`config.mk`:
```
export PLATFORM = sky130hd
export DESIGN_NAME = pidc_ctrl
export DESIGN_NICKNAME = d
export VERILOG_FILES = /design/src/design/pidc_pkg.sv /design/src/design/pidc_ctrl.sv
export SDC_FILE = /design/constraint.sdc
export NUM_CORES = 1
export LEC_CHECK = 0
export ABC_AREA = 1
export BUFFER_PORTS_ARGS = -buffer_cell sky130_fd_sc_hd__buf_4
export CORE_AREA = 2 2 39 41
export DETAILED_ROUTE_END_ITERATION = 16
export DIE_AREA = 0 0 41 43
export GPL_ROUTABILITY_DRIVEN = 1
export PLACE_DENSITY = 0.7
export SYNTH_ARGS = -nofsm -noshare
export SYNTH_HDL_FRONTEND = slang
export SYNTH_SLANG_ARGS = --single-unit
```
`constraint.sdc`:
```
create_clock -name clk -period 1.9 [get_ports clk]
set_input_delay 0.095 -clock clk [delete_from_list [all_inputs] [get_ports clk]]
set_output_delay 0.095 -clock clk [all_outputs]
set_load 0.005 [all_outputs]
```
`src/design/pidc_pkg.sv`:
```
`timescale 1ns / 1ps

package pidc_pkg;

  localparam int unsigned DATA_W    = 32;
  localparam int unsigned ERR_W     = DATA_W + 1;
  localparam int unsigned ACC_W     = 48;
  localparam int unsigned STEP_W    = 16;
  localparam int unsigned Q_SHIFT   = 16;
  localparam int unsigned CFG_IDX_W = 3;

  // Shared multiplier: a 33-bit magnitude times a 48-bit magnitude, in two 24-bit chunks.
  localparam int unsigned MUL_A_W   = ERR_W;
  localparam int unsigned MUL_B_W   = ACC_W;
  localparam int unsigned MUL_CHUNK = MUL_B_W / 2;
  localparam int unsigned PROD_W    = 64;

  // Divider: |diff| (34 bits) shifted up by Q_SHIFT.
  localparam int unsigned DIFF_W    = ERR_W + 1;
  localparam int unsigned DIV_N_W   = DIFF_W + Q_SHIFT;
  localparam int unsigned DIV_CNT_W = $clog2(DIV_N_W);

  localparam logic signed [ACC_W-1:0] MAX48 = {1'b0, {(ACC_W-1){1'b1}}};
  localparam logic signed [ACC_W-1:0] MIN48 = {1'b1, {(ACC_W-1){1'b0}}};

  localparam logic [CFG_IDX_W-1:0] REG_GAIN_P   = 3'd0;
  localparam logic [CFG_IDX_W-1:0] REG_GAIN_I   = 3'd1;
  localparam logic [CFG_IDX_W-1:0] REG_GAIN_D   = 3'd2;
  localparam logic [CFG_IDX_W-1:0] REG_FLOOR    = 3'd3;
  localparam logic [CFG_IDX_W-1:0] REG_CEILING  = 3'd4;
  localparam logic [CFG_IDX_W-1:0] REG_MIN_STEP = 3'd5;

  localparam logic MODE_COMPUTE = 1'b0;
  localparam logic MODE_CLEAR   = 1'b1;

  typedef struct packed {
    logic                     mode;
    logic signed [DATA_W-1:0] setpoint;
    logic signed [DATA_W-1:0] measurement;
    logic        [DATA_W-1:0] delta_time;
  } pidc_in_t;

  typedef struct packed {
    logic signed [DATA_W-1:0] drive;
    logic                     at_limit;
  } pidc_out_t;

  typedef enum logic [1:0] {
    MSEL_INC,
    MSEL_P,
    MSEL_I,
    MSEL_D
  } pidc_mul_sel_t;

  typedef enum logic [1:0] {
    PH_IDLE,
    PH_LO,
    PH_HI,
    PH_SUM
  } pidc_mul_phase_t;

  typedef enum logic [3:0] {
    S_IDLE,
    S_DECODE,
    S_INC,
    S_MP,
    S_MI,
    S_DWAIT,
    S_DSTART,
    S_MD,
    S_FIN
  } pidc_state_t;

  typedef struct packed {
    logic          latch_in;
    logic          mul_start;
    pidc_mul_sel_t mul_sel;
    logic          div_start;
    logic          take_inc;
    logic          take_div;
    logic          take_term;
    logic          term_init;
    logic          finish;
  } pidc_cmd_t;

  typedef struct packed {
    logic mode_clear;
    logic short_step;
    logic primed;
    logic mul_done;
    logic div_busy;
  } pidc_stat_t;

endpackage

```
`src/design/pidc_ctrl.sv`:
```
`timescale 1ns / 1ps

// Sequencer: walks one item through the datapath and owns both handshakes.
module pidc_ctrl import pidc_pkg::*; (
  input  logic       clk,
  input  logic       rst_n,
  input  logic       in_valid,
  output logic       in_ready,
  output logic       out_valid,
  input  logic       out_ready,
  input  pidc_stat_t stat,
  output pidc_cmd_t  cmd
);

  pidc_state_t state_r, state_nxt;
  logic        out_valid_r, out_valid_nxt;

  always_comb begin
    state_nxt     = state_r;
    cmd           = '0;
    cmd.mul_sel   = MSEL_INC;
    in_ready      = 1'b0;

    unique case (state_r)
      S_IDLE: begin
        in_ready = 1'b1;
        if (in_valid) begin
          cmd.latch_in = 1'b1;
          state_nxt    = S_DECODE;
        end
      end
      S_DECODE: begin
        if (stat.mode_clear || stat.short_step) begin
          state_nxt = S_FIN;
        end else begin
          cmd.mul_start = 1'b1;
          cmd.mul_sel   = MSEL_INC;
          cmd.div_start = stat.primed;
          state_nxt     = S_INC;
        end
      end
      S_INC: begin
        if (stat.mul_done) begin
          cmd.take_inc  = 1'b1;
          cmd.mul_start = 1'b1;
          cmd.mul_sel   = MSEL_P;
          state_nxt     = S_MP;
        end
      end
      S_MP: begin
        if (stat.mul_done) begin
          cmd.take_term = 1'b1;
          cmd.term_init = 1'b1;
          cmd.mul_start = 1'b1;
          cmd.mul_sel   = MSEL_I;
          state_nxt     = S_MI;
        end
      end
      S_MI: begin
        if (stat.mul_done) begin
          cmd.take_term = 1'b1;
          state_nxt     = S_DWAIT;
        end
      end
      S_DWAIT: begin
        if (!stat.div_busy) begin
          cmd.take_div = 1'b1;
          state_nxt    = S_DSTART;
        end
      end
      S_DSTART: begin
        cmd.mul_start = 1'b1;
        cmd.mul_sel   = MSEL_D;
        state_nxt     = S_MD;
      end
      S_MD: begin
        if (stat.mul_done) begin
          cmd.take_term = 1'b1;
          state_nxt     = S_FIN;
        end
      end
      S_FIN: begin
        if (!out_valid_r || out_ready) begin
          cmd.finish = 1'b1;
          state_nxt  = S_IDLE;
        end
      end
      default: state_nxt = S_IDLE;
    endcase

    if (cmd.finish) begin
      out_valid_nxt = 1'b1;
    end else if (out_valid_r && out_ready) begin
      out_valid_nxt = 1'b0;
    end else begin
      out_valid_nxt = out_valid_r;
    end
  end

  always_ff @(posedge clk) begin
    if (!rst_n) begin
      state_r     <= S_IDLE;
      out_valid_r <= 1'b0;
    end else begin
      state_r     <= state_nxt;
      out_valid_r <= out_valid_nxt;
    end
  end

  assign out_valid = out_valid_r;

endmodule

```
==> flow_metrics.tcl <==
set metrics [dict create \
    outcome "completed" \
    postSynthRegisterBits 5 \
    fmaxAchievable_ghz 0.6508 \
    seq_area_frac_synth 0.2005 \
    track_usage 0.1568 \
    synth_fp_nets 98 \
    timing.reg2reg.setup_slack_ps 610 \
    worstPathMaxFanout 8 \
    globalplace.congestion 0.7914 \
    antenna_left 0 \
    die_w_um 41 \
    ir_worst_vdd_mv 0.5964 \
    cts_resized 0 \
    synth.yosys.warnings 0 \
    antenna_found_initial 0 \
    ctsHoldBuffers 0 \
    die_area_um2 1763 \
    cts.root.buffer_cell "clkbuf_4" \
    routed-via-count 585 \
    post-synth-top-count-cell "nand2_1" \
    synth_commonest_cells "nand2_1 (21), nor2_1 (16), inv_1 (15)" \
    grt_pass1_wl_um 1918 \
    mapped_cell_area_um2 499.2 \
    layout-drive-gt1-share 0.3125 \
    place.port_buffers 20 \
    detailedPlacementHpwl_um 939.8 \
    yosysUniqueCellTypes 16 \
    final_nets 122 \
    synth_edf_count 0 \
    later_pin_clock_latency_in_the_skew_report_ps 240 \
    synthTopCellsByArea "dfxtp_1 (20%), nand2_1 (16%), nor2_1 (12%)" \
    timing_worst_slew_pin_value_ps 313.5 \
    relSlewSlack 0.7908 \
    syn-mean-instance-area_um2 5.609 \
    cts_made_buffers 3 \
    height_of_the_die_um 43 \
    async_s_r_ff_share_synth 0 \
    post-route-drc-count 0 \
    routed_wire_length_per_instance_um 8.945 \
    period_needed_ps 1537 \
    powerDensity_nw_per_um2 1149 \
    netlist_instances 89 \
    synth_top_area_share 0.2005 \
    area.growth.synth_to_final_pct 37.84 \
    hold_viol 0 \
    detailedRoute.firstPassIterationCount 4 \
    cp-end-kind "output pin" \
    first_global_vias 493 \
    vias_per_cell 4.570 \
    clock_tree_from_tritoncts "built" \
    totalPowerFinal_mw 0.7905 \
    place_area_um2 661.9 \
    design.portCount 21 \
    number_of_sinks_on_the_clock_net 5 \
    final_util 0.4973 \
    timing.setup.tns_ps 0 \
    critical_path_required_ps 1800 \
    initialDrtViolationCount 21 \
    setup.worst_path.start_class "register" \
    postLayoutCellArea_um2 688.2 \
    class_of_the_most_critical_hold_timing_path "input pin to register" \
    yosys.area.top_type "dfxtp_1" \
    largest_net_degree_at_the_start_of_global_routing 9 \
    num_rows 14 \
    insertedDiodeCount 0 \
    total_of_max_cap_violations 0 \
    starting_density 0.3608 \
    finalCritPeriodShare 0.8087 \
    grt_overflow 0 \
    max-clock-path-buffers 2 \
    whs_ps 115.7 \
    post-cts-setup-buffer-count 0 \
    setup.worst_path.class "register to output pin" \
    clock-skew-final_ps 0.2746 \
    leakagePower_nw 0.4074 \
    cts.reportedPaths.clkPinSlew_ps 40 \
    grt_setup_unrepaired "false" \
    core-area_um2 1384 \
    slew_viol_final 0 \
    setup_viol_count_final 0 \
    drt_wl_total_um 1145 \
    synth_flop_cell "dfxtp_1" \
    clock_tree.htree_level_count 1 \
    critPathArrivalTime_ps 1440 \
]
[cell usage in the layout, fill, tap and decap left out]
cell type,count
a21oi_1,4
buf_4,20
clkbuf_1,1
clkbuf_4,3
clkinv_1,1
dfxtp_1,5
inv_1,15
inv_2,1
nand2_1,21
nand2_2,3
nand3_1,11
nand3_2,1
nand3b_1,1
nand4_1,1
nor2_1,16
nor2_2,3
nor2_4,4
o21a_1,1
[through the flow]
step	instances	setup WS, ps
floorplan	89	765.0
global placement	124	673.6
detailed placement	124	622.9
CTS	128	358.9
global route	128	262.5
finish	128	363.5
[kinds of logic after synthesis]
| logic type | Yosys count | share of synthesized area |
|---|---|---|
| AO/OA/AOI/OAI | 5 | 0.05515 |
| flip-flops | 5 | 0.2005 |
| buffers and inverters | 18 | 0.1428 |
| AND/OR/NAND/NOR | 61 | 0.6015 |
[sequential cells by signal, indices dropped and copies added (netlist names)]
name       flops
out_valid      1
state_r        4
[power breakdown]
| part | switching (mW) | internal, mW |
|---|---|---|
| clock | 0.0410 | 0.0792 |
| combinational | 0.281 | 0.208 |
| sequential | 0.0427 | 0.139 |
[per-layer routing]
| layer | wire length, um | global-route usage | up-vias | part of all wire |
|---|---|---|---|---|
| li1 | - | - | 320 | - |
| met1 | 518 | 0.2161 | 258 | 0.45 |
| met2 | 595 | 0.2313 | 7 | 0.52 |
| met3 | 30 | 0.01571 | 0 | 0.026 |
| met4 | 0 | 0.08000 | 0 | 0 |
| met5 | 0 | 0 | - | 0 |
[worst max-delay path, stage by stage, from the launching register on]
cell	delay [ps]
dfxtp_1	360
nor2_2	280
nand2_1	140
nor2_1	150
inv_1	70
nand4_1	90
buf_4	110
[layout make-up]
type	instances	area (um^2)
well taps	16	20.02
multi-input cells	66	327.8
flip-flops and latches	5	100.1
fillers	139	695.7
clock buffers	4	26.28
repair buffers	20	150.1
inverters	17	63.81
[worst paths after layout]
| kind | start | to | depth (start not counted) |
|---|---|---|---|
| worst max-delay path | state_r[3]$_SDFFE_PN0P_ | cmd[8] | 6 |
| worst min-delay path | rst_n | out_valid$_SDFFE_PN0P_ | 2 |
| worst max register to register | state_r[3]$_SDFFE_PN0P_ | state_r[2]$_SDFFE_PN0P_ | 6 |
| worst min register to register | state_r[1]$_SDFFE_PN0P_ | state_r[1]$_SDFFE_PN0P_ | 2 |
(Power assumes the default switching activity.)
